File: config.mk
export PLATFORM = sky130hd
export DESIGN_NAME = disk_sector_record_encoder
export DESIGN_NICKNAME = d
export VERILOG_FILES = /design/src/rtl/dsre_pkg.sv /design/src/rtl/dsre_frame.sv /design/src/rtl/dsre_out_buf.sv /design/src/rtl/disk_sector_record_encoder.sv
export SDC_FILE = /design/constraint.sdc
export NUM_CORES = 1
export LEC_CHECK = 0
export BUFFER_PORTS_ARGS = -buffer_cell sky130_fd_sc_hd__buf_2
export CORE_MARGIN = 2
export CORE_UTILIZATION = 23
export CTS_BUF_LIST = sky130_fd_sc_hd__clkbuf_16
export DETAILED_ROUTE_END_ITERATION = 8
export SYNTH_ARGS = -nofsm -noshare
export SYNTH_HDL_FRONTEND = slang
export SYNTH_SLANG_ARGS = --single-unit
File: constraint.sdc
create_clock -name clock -period 3.1 [get_ports clock]
set_input_delay 0.62 -clock clock [delete_from_list [all_inputs] [get_ports clock]]
set_output_delay 0.62 -clock clock [all_outputs]
set_load 0.02 [all_outputs]
File: src/rtl/dsre_pkg.sv
// Shared constants, result type and CRC-16 helpers for the disk sector record encoder.
// Depends on nothing; imported by every module of the encoder.
`timescale 1ns / 1ps

package dsre_pkg;

   localparam int BYTE_W        = 8;
   localparam int SECTOR_BYTES  = 256;
   localparam int HDR_BYTES     = 4;
   // Header, one data byte and two CRC bytes, which is the case of a one-byte sector
   localparam int MAX_BEATS     = HDR_BYTES + 3;
   localparam int CNT_W         = $clog2(MAX_BEATS + 1);
   localparam int REQ_DATA_W    = 24;

   localparam logic [BYTE_W-1:0] DATA_XOR    = 8'hB3;
   localparam logic [BYTE_W-1:0] FORMAT_BYTE = 8'h00;
   localparam logic [BYTE_W-1:0] PROT_BYTE   = 8'h00;
   localparam logic [15:0]       CRC_SEED    = 16'hFFFF;

   // Beats of one accepted item, lowest index goes out first
   typedef struct packed {
      logic                            valid;
      logic [MAX_BEATS-1:0][BYTE_W-1:0] beats;
      logic [CNT_W-1:0]                count;
      logic                            ends;
   } result_type;

   // Reflected CRC-16 (0x8408) nibble table
   function automatic logic [15:0] crc_table(input logic [3:0] idx);
      logic [15:0] val;
      case (idx)
         4'h0: val = 16'h0000;
         4'h1: val = 16'h1081;
         4'h2: val = 16'h2102;
         4'h3: val = 16'h3183;
         4'h4: val = 16'h4204;
         4'h5: val = 16'h5285;
         4'h6: val = 16'h6306;
         4'h7: val = 16'h7387;
         4'h8: val = 16'h8408;
         4'h9: val = 16'h9489;
         4'hA: val = 16'ha50a;
         4'hB: val = 16'hb58b;
         4'hC: val = 16'hc60c;
         4'hD: val = 16'hd68d;
         4'hE: val = 16'he70e;
         4'hF: val = 16'hf78f;
         default: val = 16'h0000;
      endcase
      return val;
   endfunction

   // Update the CRC with one byte, low nibble first
   function automatic logic [15:0] crc_byte(input logic [15:0] crc, input logic [7:0] b);
      logic [15:0] c;
      c = {4'h0, crc[15:4]} ^ crc_table(crc[3:0] ^ b[3:0]);
      c = {4'h0, c[15:4]} ^ crc_table(c[3:0] ^ b[7:4]);
      return c;
   endfunction

   // CRC after the seed and the two constant header bytes
   localparam logic [15:0] HDR_CRC = crc_byte(crc_byte(CRC_SEED, FORMAT_BYTE), PROT_BYTE);

endpackage

File: src/rtl/dsre_frame.sv
// Input register, sector position and running CRC; builds the beats of one item.
// Depends on dsre_pkg.
`timescale 1ns / 1ps

module dsre_frame #(
   parameter int SECTOR_BYTES = dsre_pkg::SECTOR_BYTES
) (
   input  logic                             clock,
   input  logic                             reset,
   input  logic                             req_tvalid,
   output logic                             req_tready,
   input  logic [dsre_pkg::REQ_DATA_W-1:0]  req_tdata,
   input  logic                             req_tuser,
   input  logic                             buf_free,
   output dsre_pkg::result_type             load
);
   import dsre_pkg::*;

   localparam int POS_W = (SECTOR_BYTES > 1) ? $clog2(SECTOR_BYTES) : 1;

   logic              in_valid_ff, in_valid_in;
   logic [BYTE_W-1:0] data_ff, track_ff, sector_ff;
   logic              fill_ff;
   logic [POS_W-1:0]  pos_ff, pos_in;
   logic [15:0]       crc_ff, crc_in;

   logic              req_take, commit, first, last;
   logic [BYTE_W-1:0] value, enc;
   logic [15:0]       crc_start;

   // Hand the held beat on when the output buffer frees up
   assign commit     = in_valid_ff && buf_free;
   assign req_tready = !in_valid_ff || commit;
   assign req_take   = req_tvalid && req_tready;

   assign first = (pos_ff == '0);
   assign last  = (pos_ff == POS_W'(SECTOR_BYTES - 1));
   assign value = fill_ff ? '0 : data_ff;
   assign enc   = value ^ DATA_XOR;

   // Reseed through the header at sector start, then fold in the data byte
   always_comb begin
      if (first) begin
         crc_start = crc_byte(crc_byte(HDR_CRC, track_ff), sector_ff);
      end else begin
         crc_start = crc_ff;
      end
      crc_in = crc_byte(crc_start, value);
   end

   // Assemble the beats for this item
   always_comb begin
      load       = '0;
      load.valid = commit;
      load.ends  = last;
      if (first && last) begin
         load.beats[0] = FORMAT_BYTE;
         load.beats[1] = PROT_BYTE;
         load.beats[2] = track_ff;
         load.beats[3] = sector_ff;
         load.beats[4] = enc;
         load.beats[5] = crc_in[15:8];
         load.beats[6] = crc_in[7:0];
         load.count    = CNT_W'(HDR_BYTES + 3);
      end else if (first) begin
         load.beats[0] = FORMAT_BYTE;
         load.beats[1] = PROT_BYTE;
         load.beats[2] = track_ff;
         load.beats[3] = sector_ff;
         load.beats[4] = enc;
         load.count    = CNT_W'(HDR_BYTES + 1);
      end else if (last) begin
         load.beats[0] = enc;
         load.beats[1] = crc_in[15:8];
         load.beats[2] = crc_in[7:0];
         load.count    = CNT_W'(3);
      end else begin
         load.beats[0] = enc;
         load.count    = CNT_W'(1);
      end
   end

   // Next input valid and position
   always_comb begin
      if (req_take) begin
         in_valid_in = 1'b1;
      end else if (commit) begin
         in_valid_in = 1'b0;
      end else begin
         in_valid_in = in_valid_ff;
      end
      if (commit) begin
         pos_in = last ? '0 : pos_ff + POS_W'(1);
      end else begin
         pos_in = pos_ff;
      end
   end

   // Control state
   always_ff @(posedge clock) begin
      if (reset) begin
         in_valid_ff <= 1'b0;
         pos_ff      <= '0;
         crc_ff      <= CRC_SEED;
      end else begin
         in_valid_ff <= in_valid_in;
         pos_ff      <= pos_in;
         if (commit) begin
            crc_ff <= crc_in;
         end
      end
   end

   // Capture the input beat
   always_ff @(posedge clock) begin
      if (req_take) begin
         data_ff   <= req_tdata[7:0];
         track_ff  <= req_tdata[15:8];
         sector_ff <= req_tdata[23:16];
         fill_ff   <= req_tuser;
      end
   end

endmodule

File: src/rtl/dsre_out_buf.sv
// Output shift buffer: holds one item's beats, sends one per rsp_tready cycle.
// Depends on dsre_pkg.
`timescale 1ns / 1ps

module dsre_out_buf (
   input  logic                        clock,
   input  logic                        reset,
   input  dsre_pkg::result_type        load,
   output logic                        buf_free,
   output logic                        rsp_tvalid,
   input  logic                        rsp_tready,
   output logic [dsre_pkg::BYTE_W-1:0] rsp_tdata,
   output logic                        rsp_tlast
);
   import dsre_pkg::*;

   logic [MAX_BEATS-1:0][BYTE_W-1:0] beats_ff, beats_in;
   logic [CNT_W-1:0]                 count_ff, count_in;
   logic                             ends_ff, ends_in;
   logic                             take;

   assign rsp_tvalid = (count_ff != '0);
   assign rsp_tdata  = beats_ff[0];
   assign rsp_tlast  = ends_ff && (count_ff == CNT_W'(1));
   assign take       = rsp_tvalid && rsp_tready;
   assign buf_free   = (count_ff == '0) || ((count_ff == CNT_W'(1)) && rsp_tready);

   // Load a new item or shift out the sent beat
   always_comb begin
      beats_in = beats_ff;
      count_in = count_ff;
      ends_in  = ends_ff;
      if (load.valid) begin
         beats_in = load.beats;
         count_in = load.count;
         ends_in  = load.ends;
      end else if (take) begin
         beats_in = {{BYTE_W{1'b0}}, beats_ff[MAX_BEATS-1:1]};
         count_in = count_ff - CNT_W'(1);
      end
   end

   always_ff @(posedge clock) begin
      if (reset) begin
         count_ff <= '0;
      end else begin
         count_ff <= count_in;
      end
   end

   always_ff @(posedge clock) begin
      beats_ff <= beats_in;
      ends_ff  <= ends_in;
   end

   // A load lands only on an empty buffer or one whose final beat is leaving
   a_load_when_free: assert property (@(posedge clock) disable iff (reset)
      load.valid |-> ((count_ff == '0) || ((count_ff == CNT_W'(1)) && take)))
      else $error("item loaded over pending beats");

   // A loaded item takes its beat count
   a_load_count: assert property (@(posedge clock) disable iff (reset)
      load.valid |=> (count_ff == $past(load.count)))
      else $error("beat count not taken from load");

   // A sent beat without a load drops the count by one
   a_shift_count: assert property (@(posedge clock) disable iff (reset)
      (take && !load.valid) |=> (count_ff == $past(count_ff) - CNT_W'(1)))
      else $error("beat count did not advance");

   a_count_range: assert property (@(posedge clock) disable iff (reset)
      count_ff <= CNT_W'(MAX_BEATS))
      else $error("beat count out of range");

endmodule

File: src/rtl/disk_sector_record_encoder.sv
// Disk sector record encoder: takes the data bytes of one sector and sends the
// encoded record of SECTOR_BYTES + 6 bytes, one byte per result beat. The first data
// byte of a sector produces five beats (format 0, protection 0, track, sector, data),
// middle bytes one beat, and the last byte three (data, CRC high, CRC low with tlast);
// data goes out XORed with 0xB3 and the reflected CRC-16 covers header and plain data.
// The output port moves one byte per cycle while rsp_tready is high. An accepted item
// passes through the input register and then the output shift buffer before its
// first beat goes out; one further input beat is held while output is stalled.
// Depends on dsre_pkg, dsre_frame and dsre_out_buf.
`timescale 1ns / 1ps

module disk_sector_record_encoder #(
   parameter int SECTOR_BYTES = dsre_pkg::SECTOR_BYTES
) (
   input  logic                            clock,
   input  logic                            reset,
   input  logic                            req_tvalid,
   output logic                            req_tready,
   // data_byte [7:0], track_number [15:8], sector_number [23:16]
   input  logic [dsre_pkg::REQ_DATA_W-1:0] req_tdata,
   // zero_fill [0]
   input  logic                            req_tuser,
   output logic                            rsp_tvalid,
   input  logic                            rsp_tready,
   // out_byte [7:0]
   output logic [dsre_pkg::BYTE_W-1:0]     rsp_tdata,
   output logic                            rsp_tlast
);
   import dsre_pkg::*;

   result_type load;
   logic       buf_free;

   dsre_frame #(
      .SECTOR_BYTES(SECTOR_BYTES)
   ) u_frame (
      .clock      (clock),
      .reset      (reset),
      .req_tvalid (req_tvalid),
      .req_tready (req_tready),
      .req_tdata  (req_tdata),
      .req_tuser  (req_tuser),
      .buf_free   (buf_free),
      .load       (load)
   );

   dsre_out_buf u_out_buf (
      .clock      (clock),
      .reset      (reset),
      .load       (load),
      .buf_free   (buf_free),
      .rsp_tvalid (rsp_tvalid),
      .rsp_tready (rsp_tready),
      .rsp_tdata  (rsp_tdata),
      .rsp_tlast  (rsp_tlast)
   );

endmodule
==> impl_metrics.env, run 1 <==
export IMPL_comb_power_share=0.421
export IMPL_fin_crit_ns=2.99
export IMPL_antenna_found_initial=0
export IMPL_final_cells=819
export IMPL_numCtsBuffers=9
export IMPL_dpl_cell_count=803
export IMPL_drt_first_pass_iters=4
export IMPL_synth_area_um2=5380
export IMPL_gp_congestion=0.796
export IMPL_seq_area_frac_synth=0.562
export IMPL_dp_hpwl_um=8270
export IMPL_yosys_top_cells_area="edfxtp_1 46%, dfxtp_1 10%, xnor2_1 5.5%, nand2_1 4.0%, xnor3_1 2.9%"
export IMPL_synth_cell_types=51
export IMPL_avgViaCountPerCell=4.18
export IMPL_finish_utilization=0.277
export IMPL_slew_violations=0
export IMPL_post_route_period_util=0.963
export IMPL_detail_route_wl_per_cell_um=14.8
export IMPL_row_count=55
export IMPL_cp_end_kind="flop"
export IMPL_clkLatencyLatePin_ns=0.36
export IMPL_first_iter_violations=237
export IMPL_drive_gt1_frac=0.184
export IMPL_grt_first_pass_wirelength_um=18800
export IMPL_yosysTopAreaCell="edfxtp_1"
export IMPL_track_usage=0.103
export IMPL_power_density_nw_per_um2=943
export IMPL_dp_slack_ns=0.0891
export IMPL_report_final_hold_viol_count=0
export IMPL_synth_compound_area_share=0.0915
export IMPL_setup_violations=0
export IMPL_worstPathMaxFanout=5
export IMPL_holdBufCountCts=0
export IMPL_start_kind="flop"
export IMPL_status="complete, no violations"
export IMPL_final_common_cell="edfxtp_1"
export IMPL_pwr_share_seq=0.388
export IMPL_irDropWorstVdd_mv=0.363
export IMPL_worstPathRequired_ns=3.21
export IMPL_first_global_vias=3216
export IMPL_synth_top_area_share=0.458
export IMPL_critical_path_class="reg -> reg"
export IMPL_synth_warnings=0
export IMPL_floorplan_initialDensity=0.236
export IMPL_ioPinCount=40
export IMPL_holdWs_ns=0.432
export IMPL_ctsResizeCount=0
export IMPL_postSynthAreaPerCell_um2=11.8
export IMPL_cts_root_buf="clkbuf_16"
export IMPL_clk_pin_slew_ns=0.07
export IMPL_synth_xor_area_frac=0.131
export IMPL_tightest_slew_ns=0.510
export IMPL_tns_ns=0
export IMPL_dieHeight_um=157
export IMPL_synthArstFlopShare=0
export IMPL_cts_max_level=3
export IMPL_synth_top_family_by_area="simple AND/OR/NAND/NOR gates"
export IMPL_syn_to_final_growth_pct=17.5
export IMPL_hold_class="in -> reg"
export IMPL_leakagePower_nw=2.46
export IMPL_ys_ff_latch=110
export IMPL_vias=3421
export IMPL_synth_flop_cell="edfxtp_1"
export IMPL_grt_max_degree=95
export IMPL_diodes=0
export IMPL_drc=0
export IMPL_swShare=0.355
export IMPL_netlist_instances=457
export IMPL_coreArea_um2=22800
export IMPL_nets=535
export IMPL_synth_edf_count=82
export IMPL_antenna_left=0
export IMPL_cp_arrival_ns=3.10
export IMPL_rsz0062_at_grt="false"
export IMPL_intPower_mw=3.84
export IMPL_clockPowerShare=0.191
export IMPL_final_cell_mix="82 x edfxtp_1, 56 x nand2_1, 39 x buf_2, 34 x xnor2_1, 28 x dfxtp_1"
export IMPL_die_area_um2=24600
export IMPL_muxShareOfSynthArea=0.0228
export IMPL_cts_buffer_depth=2
export IMPL_gr_total_overflow=0
export IMPL_slew_headroom=0.660
export IMPL_synth_simple_gate_area_frac=0.139
export IMPL_drt_total_wl_um=12200
export IMPL_synthAdderAreaFrac=0.0116
export IMPL_cts_sinks=110
export IMPL_maxCapViolations=0
export IMPL_tritoncts="done"
export IMPL_dieWidth_um=157
export IMPL_post_cts_buffers=0
export IMPL_max_freq_ghz=0.335
export IMPL_worst_slack_ns=0.115
export IMPL_switchingPower_mw=2.11
export IMPL_finalClockSkew_ns=0.0126
export IMPL_port_buffers=39
power groups by stage:
stage               clock network (mW)  registers (mW)  logic [mW]
CTS                               1.17            2.32        2.52
global route                      1.24            2.36        2.77
global placement                     0            2.34        2.47
detailed placement                   0            2.35        2.51
floorplan                            0            2.28        1.93
finish                            1.14            2.31        2.51
layer usage:
layer,vias to the layer above,track usage,part of all wire
met5,-,0,0
met4,0,0.0336,0.013
met3,14,0.0264,0.053
met2,79,0.150,0.44
met1,1619,0.147,0.49
li1,1709,-,-
worst max-delay path, stage by stage, from the launching register on:
cell,delay [ns]
edfxtp_1,0.44
xnor3_2,0.48
xor2_2,0.20
and4_4,0.21
or4_4,0.52
nor2_4,0.18
xnor3_1,0.41
a221o_1,0.32
flip-flops by register name, summed over array words and instances, names as in the netlist:
name and cells:
u_frame.crc_ff 16, u_frame.data_ff 8, u_frame.fill_ff 1, u_frame.in_valid_ff 1
u_frame.pos_ff 8, u_frame.sector_ff 8, u_frame.track_ff 8, u_out_buf.beats_ff 48
u_out_buf.count_ff 3, u_out_buf.ends_ff 1, u_out_buf.rsp_tdata 8
logic make-up (layout without fill, tap and decap cells):
family,after synthesis,count (layout)
xor gates and xnor gates,62,62
other,1,8
muxes,12,12
AOI/OAI and AO/OA,74,74
and+or+nand+nor,150,150
buffers and inverters,43,85
adders and majority gates,5,5
DFF,110,110
area by class of cell:
class                   instances  area [µm²]
clock buffers                  10         250
clock inverters                 6        42.5
fillers                      2350       16500
inverters                       8        30.0
multi-input cells             311        2180
flip-flops and latches        110        3020
well taps                     313         392
repair buffers                 61         398
per-stage QoR:
step	power (mW)	instance area, µm²
after floorplan	4.21	5400
after global placement	4.81	6000
after detailed placement	4.86	6000
after CTS	6.01	6300
after global routing	6.36	6320
final	5.96	6320
Yosys cell counts, types with 2 or more instances:
master,count
mux2_2,2
nor4_1,3
nand2_1,57
xnor2_1,34
o31ai_1,19
nor2_1,20
buf_4,12
xor2_1,17
nand2b_1,3
nor4b_1,3
nand4_1,3
dfxtp_1,28
mux2i_1,10
and3_2,3
nor2b_1,5
a22o_1,5
buf_6,2
and2_1,11
a21oi_1,15
xnor3_2,2
clkbuf_1,18
o21ai_0,17
nand3_1,15
or2b_1,2
a211oi_1,2
o22ai_1,3
a221o_1,3
inv_1,8
xnor3_1,7
ha_1,5
edfxtp_1,82
buf_1,3
o211ai_1,3
nor3_1,13
and3_1,6
final timing paths:
check / depth (start not counted) / from / end / slack (ns)
max reg2reg: 7 / u_frame.track_ff[4]$_DFFE_PP_ / u_out_buf.beats_ff[19]$_DFFE_PP_ / 0.11
min reg2reg: 2 / u_frame.crc_ff[14]$_SDFFE_PP1P_ / u_frame.crc_ff[14]$_SDFFE_PP1P_ / 0.48
min: 1 / req_tdata[14] / u_frame.track_ff[6]$_DFFE_PP_ / 0.43
max: 7 / u_frame.track_ff[4]$_DFFE_PP_ / u_out_buf.beats_ff[19]$_DFFE_PP_ / 0.11
Power figures use the tool's default switching activity.
==> inputs of run 2 (changes only) <==
--- a/config.mk
+++ b/config.mk
@@ -10,6 +10,7 @@
 export CORE_UTILIZATION = 23
 export CTS_BUF_LIST = sky130_fd_sc_hd__clkbuf_16
 export DETAILED_ROUTE_END_ITERATION = 8
+export PLACE_DENSITY = 0.45
 export SYNTH_ARGS = -nofsm -noshare
 export SYNTH_HDL_FRONTEND = slang
 export SYNTH_SLANG_ARGS = --single-unit
==> run 2 against run 1 <==
  * Combinational power up 4%
  * Non-clock buffer count is 1 lower
  * Flip-flop and latch count unchanged
  * Cell count shrank 0.12%
  * Die area unchanged
  * Maximum frequency rose by 0.12%
  * Critical endpoint unchanged
  * Largest cell class unchanged
==> impl_metrics.env, run 2 (same netlist as run 1, synthesis figures left out) <==
export IMPL_gr_total_overflow=0
export IMPL_clockPowerShare=0.187
export IMPL_post_route_period_util=0.962
export IMPL_avgViaCountPerCell=4.21
export IMPL_max_freq_ghz=0.335
export IMPL_cp_arrival_ns=3.08
export IMPL_worstPathRequired_ns=3.20
export IMPL_nFillCells=2378
export IMPL_syn_to_final_growth_pct=17.7
export IMPL_switchingPower_mw=2.16
export IMPL_ioPinCount=40
export IMPL_report_final_hold_viol_count=0
export IMPL_critPathLaunch="u_frame.pos_ff[0]$_SDFFE_PP0P_"
export IMPL_endpoint="u_out_buf.beats_ff[19]$_DFFE_PP_"
export IMPL_row_count=55
export IMPL_drc=0
export IMPL_rr_endpoint="u_out_buf.beats_ff[19]$_DFFE_PP_"
export IMPL_diodes=0
export IMPL_cts_sinks=110
export IMPL_dp_hpwl_um=9020
export IMPL_first_global_vias=3521
export IMPL_top_regs="u_out_buf.beats_ff (48), u_frame.crc_ff (16)"
export IMPL_multi_input_area_um2=2210
export IMPL_setup_violations=0
export IMPL_nets=534
export IMPL_dieWidth_um=157
export IMPL_holdBufCountCts=0
export IMPL_critical_path_class="reg -> reg"
export IMPL_slew_headroom=0.574
export IMPL_cts_max_level=3
export IMPL_largest_register="u_out_buf.beats_ff"
export IMPL_power_density_nw_per_um2=954
export IMPL_worst_slack_ns=0.118
export IMPL_numCtsBuffers=9
export IMPL_antenna_found_initial=0
export IMPL_coreArea_um2=22800
export IMPL_finish_utilization=0.278
export IMPL_clk_pin_slew_ns=0.07
export IMPL_irDropWorstVdd_mv=0.290
export IMPL_drt_first_pass_iters=4
export IMPL_final_cells=818
export IMPL_tightest_slew_ns=0.639
export IMPL_hold_class="in -> reg"
export IMPL_maxCapViolations=0
export IMPL_floorplan_initialDensity=0.236
export IMPL_reg2reg_depth=10
export IMPL_first_iter_violations=309
export IMPL_hold_depth=1
export IMPL_grt_first_pass_wirelength_um=20500
export IMPL_cp_end_kind="flop"
export IMPL_detail_route_wl_per_cell_um=15.7
export IMPL_rsz0062_at_grt="false"
export IMPL_antenna_left=0
export IMPL_die_area_um2=24600
export IMPL_clkLatencyLatePin_ns=0.35
export IMPL_slew_violations=0
export IMPL_grt_max_degree=95
export IMPL_drt_total_wl_um=12900
export IMPL_drive_gt1_frac=0.186
export IMPL_ctsResizeCount=0
export IMPL_dp_slack_ns=0.0765
export IMPL_largest_register_ffs=48
export IMPL_tritoncts="done"
export IMPL_regArea_um2=3020
export IMPL_finalClockSkew_ns=0.00682
export IMPL_worstPathMaxFanout=28
export IMPL_cts_root_buf="clkbuf_16"
export IMPL_swShare=0.358
export IMPL_leakagePower_nw=2.46
export IMPL_fin_crit_ns=2.98
export IMPL_gp_congestion=0.825
export IMPL_r2r_start="u_frame.pos_ff[0]$_SDFFE_PP0P_"
export IMPL_final_common_cell="edfxtp_1"
export IMPL_final_cell_mix="82 x edfxtp_1, 56 x nand2_1, 39 x buf_2, 33 x xnor2_1, 28 x dfxtp_1"
export IMPL_start_kind="flop"
export IMPL_port_buffers=39
export IMPL_tns_ns=0
export IMPL_track_usage=0.111
export IMPL_dieHeight_um=157
export IMPL_cts_buffer_depth=2
export IMPL_dpl_cell_count=802
export IMPL_post_cts_buffers=0
export IMPL_pwr_share_seq=0.381
export IMPL_status="complete, no violations"
export IMPL_intPower_mw=3.87
export IMPL_comb_power_share=0.431
export IMPL_regToRegSetupSlack_ns=0.12
export IMPL_vias=3446
run 2: cell types whose count changed in the layout (fill, tap and decap cells not counted), moves of 2 or more:
cell / delta
xor2_2: +3
inv_1: +3
xor2_1: -3
clkinv_4: -2
run 2: how the worst min path moves through the flow:
stage,startpoint,to,slack (ns)
after CTS,req_tdata[6],u_frame.data_ff[6]$_DFFE_PP_,0.43
final,req_tdata[16],u_frame.sector_ff[0]$_DFFE_PP_,0.45
after detailed placement,u_frame.crc_ff[15]$_SDFFE_PP1P_,u_frame.crc_ff[15]$_SDFFE_PP1P_,0.46
after global placement,u_frame.crc_ff[4]$_SDFFE_PP1P_,u_frame.crc_ff[4]$_SDFFE_PP1P_,0.45
after floorplan,u_frame.crc_ff[13]$_SDFFE_PP1P_,u_frame.crc_ff[13]$_SDFFE_PP1P_,0.44
after global routing,req_tdata[7],u_frame.data_ff[7]$_DFFE_PP_,0.43
run 2: area by class of cell:
type | instances | area share
flip-flops and latches | 110 | 0.478
multi-input cells | 311 | 0.349
well taps | 313 | 0.0619
repair buffers | 60 | 0.0617
clock buffers | 9 | 0.0356
clock inverters | 7 | 0.00929
inverters | 8 | 0.00474
run 2: through the flow:
stage / hold slack (ns) / power, mW / area [µm²]
floorplan: 0.435 / 4.21 / 5400
global placement: 0.454 / 4.85 / 6000
detailed placement: 0.464 / 4.90 / 6000
CTS: 0.432 / 6.03 / 6280
global route: 0.432 / 6.42 / 6330
finish: 0.449 / 6.03 / 6330
run 2: worst max-delay path, cell delays in order, from the launching register on:
cell,delay [ns]
dfxtp_1,0.40
inv_1,0.06
ha_1,0.19
nor4b_1,0.15
and2_1,0.17
buf_12,0.17
and4_4,0.16
or4_4,0.51
nor2_4,0.16
xnor3_1,0.41
a221o_1,0.33
run 2: layer usage:
metal	GRT usage	wire [µm]	part of all wire
met1	0.159	6530	0.51
met2	0.171	5760	0.45
met3	0.0149	351	0.027
met4	0.0415	225	0.017
met5	0	0	0
run 2: power by group through the flow:
| stage | clock network [mW] | logic, mW | registers [mW] |
|---|---|---|---|
| finish | 1.13 | 2.60 | 2.30 |
| floorplan | 0 | 1.93 | 2.28 |
| detailed placement | 0 | 2.56 | 2.33 |
| global placement | 0 | 2.52 | 2.33 |
| CTS | 1.16 | 2.57 | 2.30 |
| global route | 1.21 | 2.86 | 2.35 |
